$ cat config.mk
export PLATFORM = sky130hd
export DESIGN_NAME = acm_div_cell
export DESIGN_NICKNAME = d
export VERILOG_FILES = /design/src/sv/acm_pkg.sv /design/src/sv/acm_div_cell.sv
export SDC_FILE = /design/constraint.sdc
export NUM_CORES = 1
export LEC_CHECK = 0
export ABC_AREA = 1
export BUFFER_PORTS_ARGS = -buffer_cell sky130_fd_sc_hd__buf_4
export CAP_MARGIN = 20
export CORE_MARGIN = 2
export CORE_UTILIZATION = 45
export CTS_BUF_LIST = sky130_fd_sc_hd__clkbuf_2
export DETAILED_ROUTE_END_ITERATION = 7
export PLACE_DENSITY = 0.73
export SLEW_MARGIN = 40
export SYNTH_ARGS = -nofsm -noshare
export SYNTH_HDL_FRONTEND = slang
export SYNTH_SLANG_ARGS = --single-unit
$ cat constraint.sdc
create_clock -name clk -period 2.2 [get_ports clk]
set_input_delay 0.22 -clock clk [delete_from_list [all_inputs] [get_ports clk]]
set_output_delay 0.22 -clock clk [all_outputs]
set_load 0.05 [all_outputs]
$ cat src/sv/acm_pkg.sv
package acm_pkg;

  // Field widths
  localparam int COORD_W = 16;
  localparam int ANGLE_W = 17;
  localparam int OUT_W   = 16;

  // Angle handling, units of 1/128 degree
  localparam int FULL_TURN    = 46080;
  localparam int HALF_TURN    = 23040;
  localparam int QUARTER_TURN = 11520;
  localparam int AR_W         = ANGLE_W + 1;

  // CORDIC datapath, Q24 for x/y, degrees Q16 for z
  localparam int CORDIC_STEPS = 16;
  localparam int XW           = 27;
  localparam int ZW           = 26;
  localparam int CORDIC_GAIN  = 10188014;
  localparam int ONE_Q24      = 16777216;
  localparam int ONE_Q14      = 16384;

  // Axis length and normalization
  localparam int SQ_W     = 2 * COORD_W - 1;
  localparam int SUM_W    = 2 * COORD_W;
  localparam int RAD_W    = 64;
  localparam int ROOT_W   = RAD_W / 2;
  localparam int REM_W    = ROOT_W + 2;
  localparam int QW       = 25;
  localparam int DVD_W    = 56;
  localparam int GUARD_SH = 20;
  localparam logic [RAD_W-1:0] GUARD_LIMIT = 64'h0000_1000_0000_0000;
  localparam logic [RAD_W-1:0] DEGEN_LIMIT =
      (64'd1 << (2 * (COORD_W - 2))) / 64'd1000000000000;

  typedef struct packed {
    logic signed [ANGLE_W-1:0] angle_deg;
    logic signed [COORD_W-1:0] axis_x;
    logic signed [COORD_W-1:0] axis_y;
    logic signed [COORD_W-1:0] axis_z;
  } acm_item_t;

  typedef struct packed {
    logic signed [OUT_W-1:0] r00;
    logic signed [OUT_W-1:0] r10;
    logic signed [OUT_W-1:0] r20;
    logic signed [OUT_W-1:0] r01;
    logic signed [OUT_W-1:0] r11;
    logic signed [OUT_W-1:0] r21;
    logic signed [OUT_W-1:0] r02;
    logic signed [OUT_W-1:0] r12;
    logic signed [OUT_W-1:0] r22;
    logic                    degenerate_axis;
  } acm_matrix_t;

  // Arctangent of 2^-step in degrees, Q16
  function automatic int atan_q16(input int step);
    int r;
    unique case (step)
      0:       r = 2949120;
      1:       r = 1740967;
      2:       r = 919879;
      3:       r = 466945;
      4:       r = 234379;
      5:       r = 117304;
      6:       r = 58666;
      7:       r = 29335;
      8:       r = 14668;
      9:       r = 7334;
      10:      r = 3667;
      11:      r = 1834;
      12:      r = 917;
      13:      r = 458;
      14:      r = 229;
      15:      r = 115;
      default: r = 0;
    endcase
    return r;
  endfunction

endpackage

$ cat src/sv/acm_div_cell.sv
module acm_div_cell (
  input  logic                       clk,
  input  logic                       en,
  input  logic [acm_pkg::ROOT_W-1:0] rem_in,
  input  logic [acm_pkg::QW-1:0]     q_in,
  input  logic [acm_pkg::QW-1:0]     dvd_in,
  input  logic [acm_pkg::ROOT_W-1:0] root_in,
  output logic [acm_pkg::ROOT_W-1:0] rem,
  output logic [acm_pkg::QW-1:0]     q,
  output logic [acm_pkg::QW-1:0]     dvd,
  output logic [acm_pkg::ROOT_W-1:0] root
);
  import acm_pkg::*;

  logic [ROOT_W:0] r2;
  logic [ROOT_W:0] dsr;
  logic            ge;

  assign r2  = {rem_in, dvd_in[QW-1]};
  assign dsr = {1'b0, root_in};
  assign ge  = r2 >= dsr;

  always_ff @(posedge clk) begin
    if (en) begin
      rem  <= ge ? ROOT_W'(r2 - dsr) : ROOT_W'(r2);
      q    <= {q_in[QW-2:0], ge};
      dvd  <= {dvd_in[QW-2:0], 1'b0};
      root <= root_in;
    end
  end

endmodule

==> impl_metrics.toml <==
[sta]
whs_ns = 0.0594
period_needed_ns = 2.02
setup_tns_ns = 0
rsz0062_at_grt = "no"
setup_viol = 0
slew-limit-headroom_pct = 59.0
fmax_ghz = 0.494
setup_ws_ns = 0.177
period_share_pct = 91.9
slew_viol_final = 0
worstMarginPinSlew_ns = 0.615
hold_viol = 0

[clock_tree]
tritoncts = "done"
clkSinkCount = 113
clockBufferDepth = 2
cts_made_buffers = 17
cts-root-buf = "clkbuf_2"
ctsHoldBuffers = 112
cts_htree_levels = 4
cts_setup_buffers = 0
clk_pin_slew_ns = 0.20
cts_resized = 0

[synthesis]
syn_avg_cell_area_um2 = 8.60
synth_top_area_share_pct = 51.4
syn-cell-area_um2 = 6600
netlist_top_cells_count = "nand2_1 (276), inv_1 (149), edfxtp_1 (113), nand3_1 (52), nor2_1 (34)"
yosys.cell_count.top_type = "nand2_1"
synth_area_leaders = "edfxtp_1 (51%), nand2_1 (16%), inv_1 (8.5%)"
synth-main-ff-cell = "edfxtp_1"
post_synth_num_cell_types = 31
ys_seq_area_share_pct = 51.4
syn_inst = 767
async_reset_ff_share_pct = 0
postSynthNetCount = 916
synth_seq_cells = 113
yosys_warnings = 0
synth_edf_count = 113
synth_area_leader_cell = "edfxtp_1"

[power]
vdd_drop_max_mv = 0.331
leakagePower_nw = 5.18
p_sw_mw = 2.53
p_int_mw = 4.17
p_sw_share_pct = 37.7
seqPwrFrac_pct = 40.2
powerDensity_nw_per_um2 = 657
p_comb_share_pct = 36.4
clkPwrFrac_pct = 23.4

[place]
pre_cts_slack_ns = -0.00620
place_area_um2 = 8800
hpwl_um = 13900
io_buffers = 227
place_congestion = 0.882

[worst_setup_path]
crit_path_max_fanout = 13
path_delay_family = "simple AND/OR/NAND/NOR gates"
slowest_delay_ns = 0.57
required_ns = 2.69
cp_slowest_cell = "dlygate4sd3_1"
cp-start-kind = "input port"
worstSetupEndpointType = "flop"
crit_arrival_ns = 2.51
cp_cell_sequence = "dlygate4sd3_1 -> buf_4 -> ha_1 -> nand2_1 -> nor2_2 -> nand2_1 -> nor2_2 -> nand2_1 -> nand3_1 -> nor2_4 -> nand2_8 -> buf_12 -> nand2_1 -> nand2_1"
cp_common_cell = "nand2_1"
worstSetupPathType = "in2reg"
path_buf_inv = 3

[drt]
wl_um = 19600
drt_first_pass_iters = 5
drt_iter0_drc = 405
drc_errors = 0
routed.top_layer = "met4"
ant_nets = 0
route.met3.wl_um = 1410
wl_met1_um = 8060
wl_met2_um = 9670
dr_total_vias = 6368
wl_per_cell_um = 14.5
vias_per_cell = 4.71

[global_routing]
grt_pass1_wl_um = 31700
grt_max_degree = 114
grt_usage_pct = 25.6
antenna_found_initial = 1
overflow = 0
grt_pass1_vias = 6405

[floorplanning]
die_h_um = 125
num_rows = 44
die_w_um = 125
coreArea_um2 = 14400
ios = 230
start_util_pct = 45.7
die-area_um2 = 15600

[cells_and_area]
area_growth_pct = 54.5
regArea_um2 = 3390
fillers = 1127
final_layout_size_suffix_gt1_share_pct = 28.3
fin_nets = 1302
design_area_um2 = 10200
multi_input_area_um2 = 2550

[status]
status = "finished clean"

[hold_path]
hp-class = "in2reg"

[flow_run]
maxCapViolCount = 0
per-stage QoR:
stage | std cells | utilization, % | power (mW)
floorplan | 767 | - | 4.18
global placement | 1206 | 61.0 | 4.97
detailed placement | 1206 | 61.0 | 4.99
CTS | 1350 | 70.7 | 6.72
global route | 1351 | 70.7 | 7.03
finish | 1351 | 70.7 | 6.70
layer usage:
metal,vias up,GRT usage [%]
met1,2878,30.9
li1,3198,-
met3,37,5.73
met5,-,0
met2,255,44.9
met4,0,9.74
layout by cell type (no fill, tap or decap), drive strengths merged:
cell type,count
clkinv,6
o21ai,2
xnor2,1
nor3,8
nand2,282
ha,32
edfxtp,113
and2,8
o21bai,1
buf,266
nand4,2
bufinv,3
dlygate4sd3,112
inv,155
clkbuf,17
conb,1
nor2,40
diode,1
nand3b,10
nand3,68
xor2,13
or2,1
a21oi,21
clkinvlp,3
fa,1
power by group through the flow:
stage	Clock (mW)	Sequential, mW	Combinational (mW)
after floorplan	0	3.49	0.687
after global placement	0	2.73	2.24
after detailed placement	0	2.74	2.26
after CTS	1.60	2.69	2.43
after global routing	1.70	2.71	2.62
final	1.57	2.69	2.44
sequential cells by signal (all words and copies together) (netlist names):
name	count
root	32
q	25
dvd	24
rem	32
cell families (layout without fill, tap and decap cells):
family | after synthesis | after routing | synth area share (%)
other cells | 1 | 2 | 0.0568
simple gates | 419 | 419 | 28.4
flops | 113 | 113 | 51.4
compound gates | 24 | 24 | 1.86
xor+xnor | 14 | 14 | 1.86
buf+inv | 163 | 562 | 9.99
fa+ha+maj | 33 | 33 | 6.37
area by class of cell:
| class | instances | area share, % |
|---|---|---|
| well taps | 184 | 2.26 |
| diodes | 1 | 0.0245 |
| flip-flops and latches | 113 | 33.3 |
| clock inverters | 15 | 1.82 |
| repair buffers | 378 | 31.2 |
| inverters | 152 | 5.60 |
| clock buffers | 17 | 0.835 |
| multi-input cells | 491 | 25.0 |
worst paths after layout:
| kind | cells past startpoint | to | startpoint | slack [ns] |
|---|---|---|---|---|
| max | 14 | rem[14] | rem_in[15] | 0.18 |
| min | 2 | q[10] | en | 0.06 |
Power figures use the tool's default switching activity.
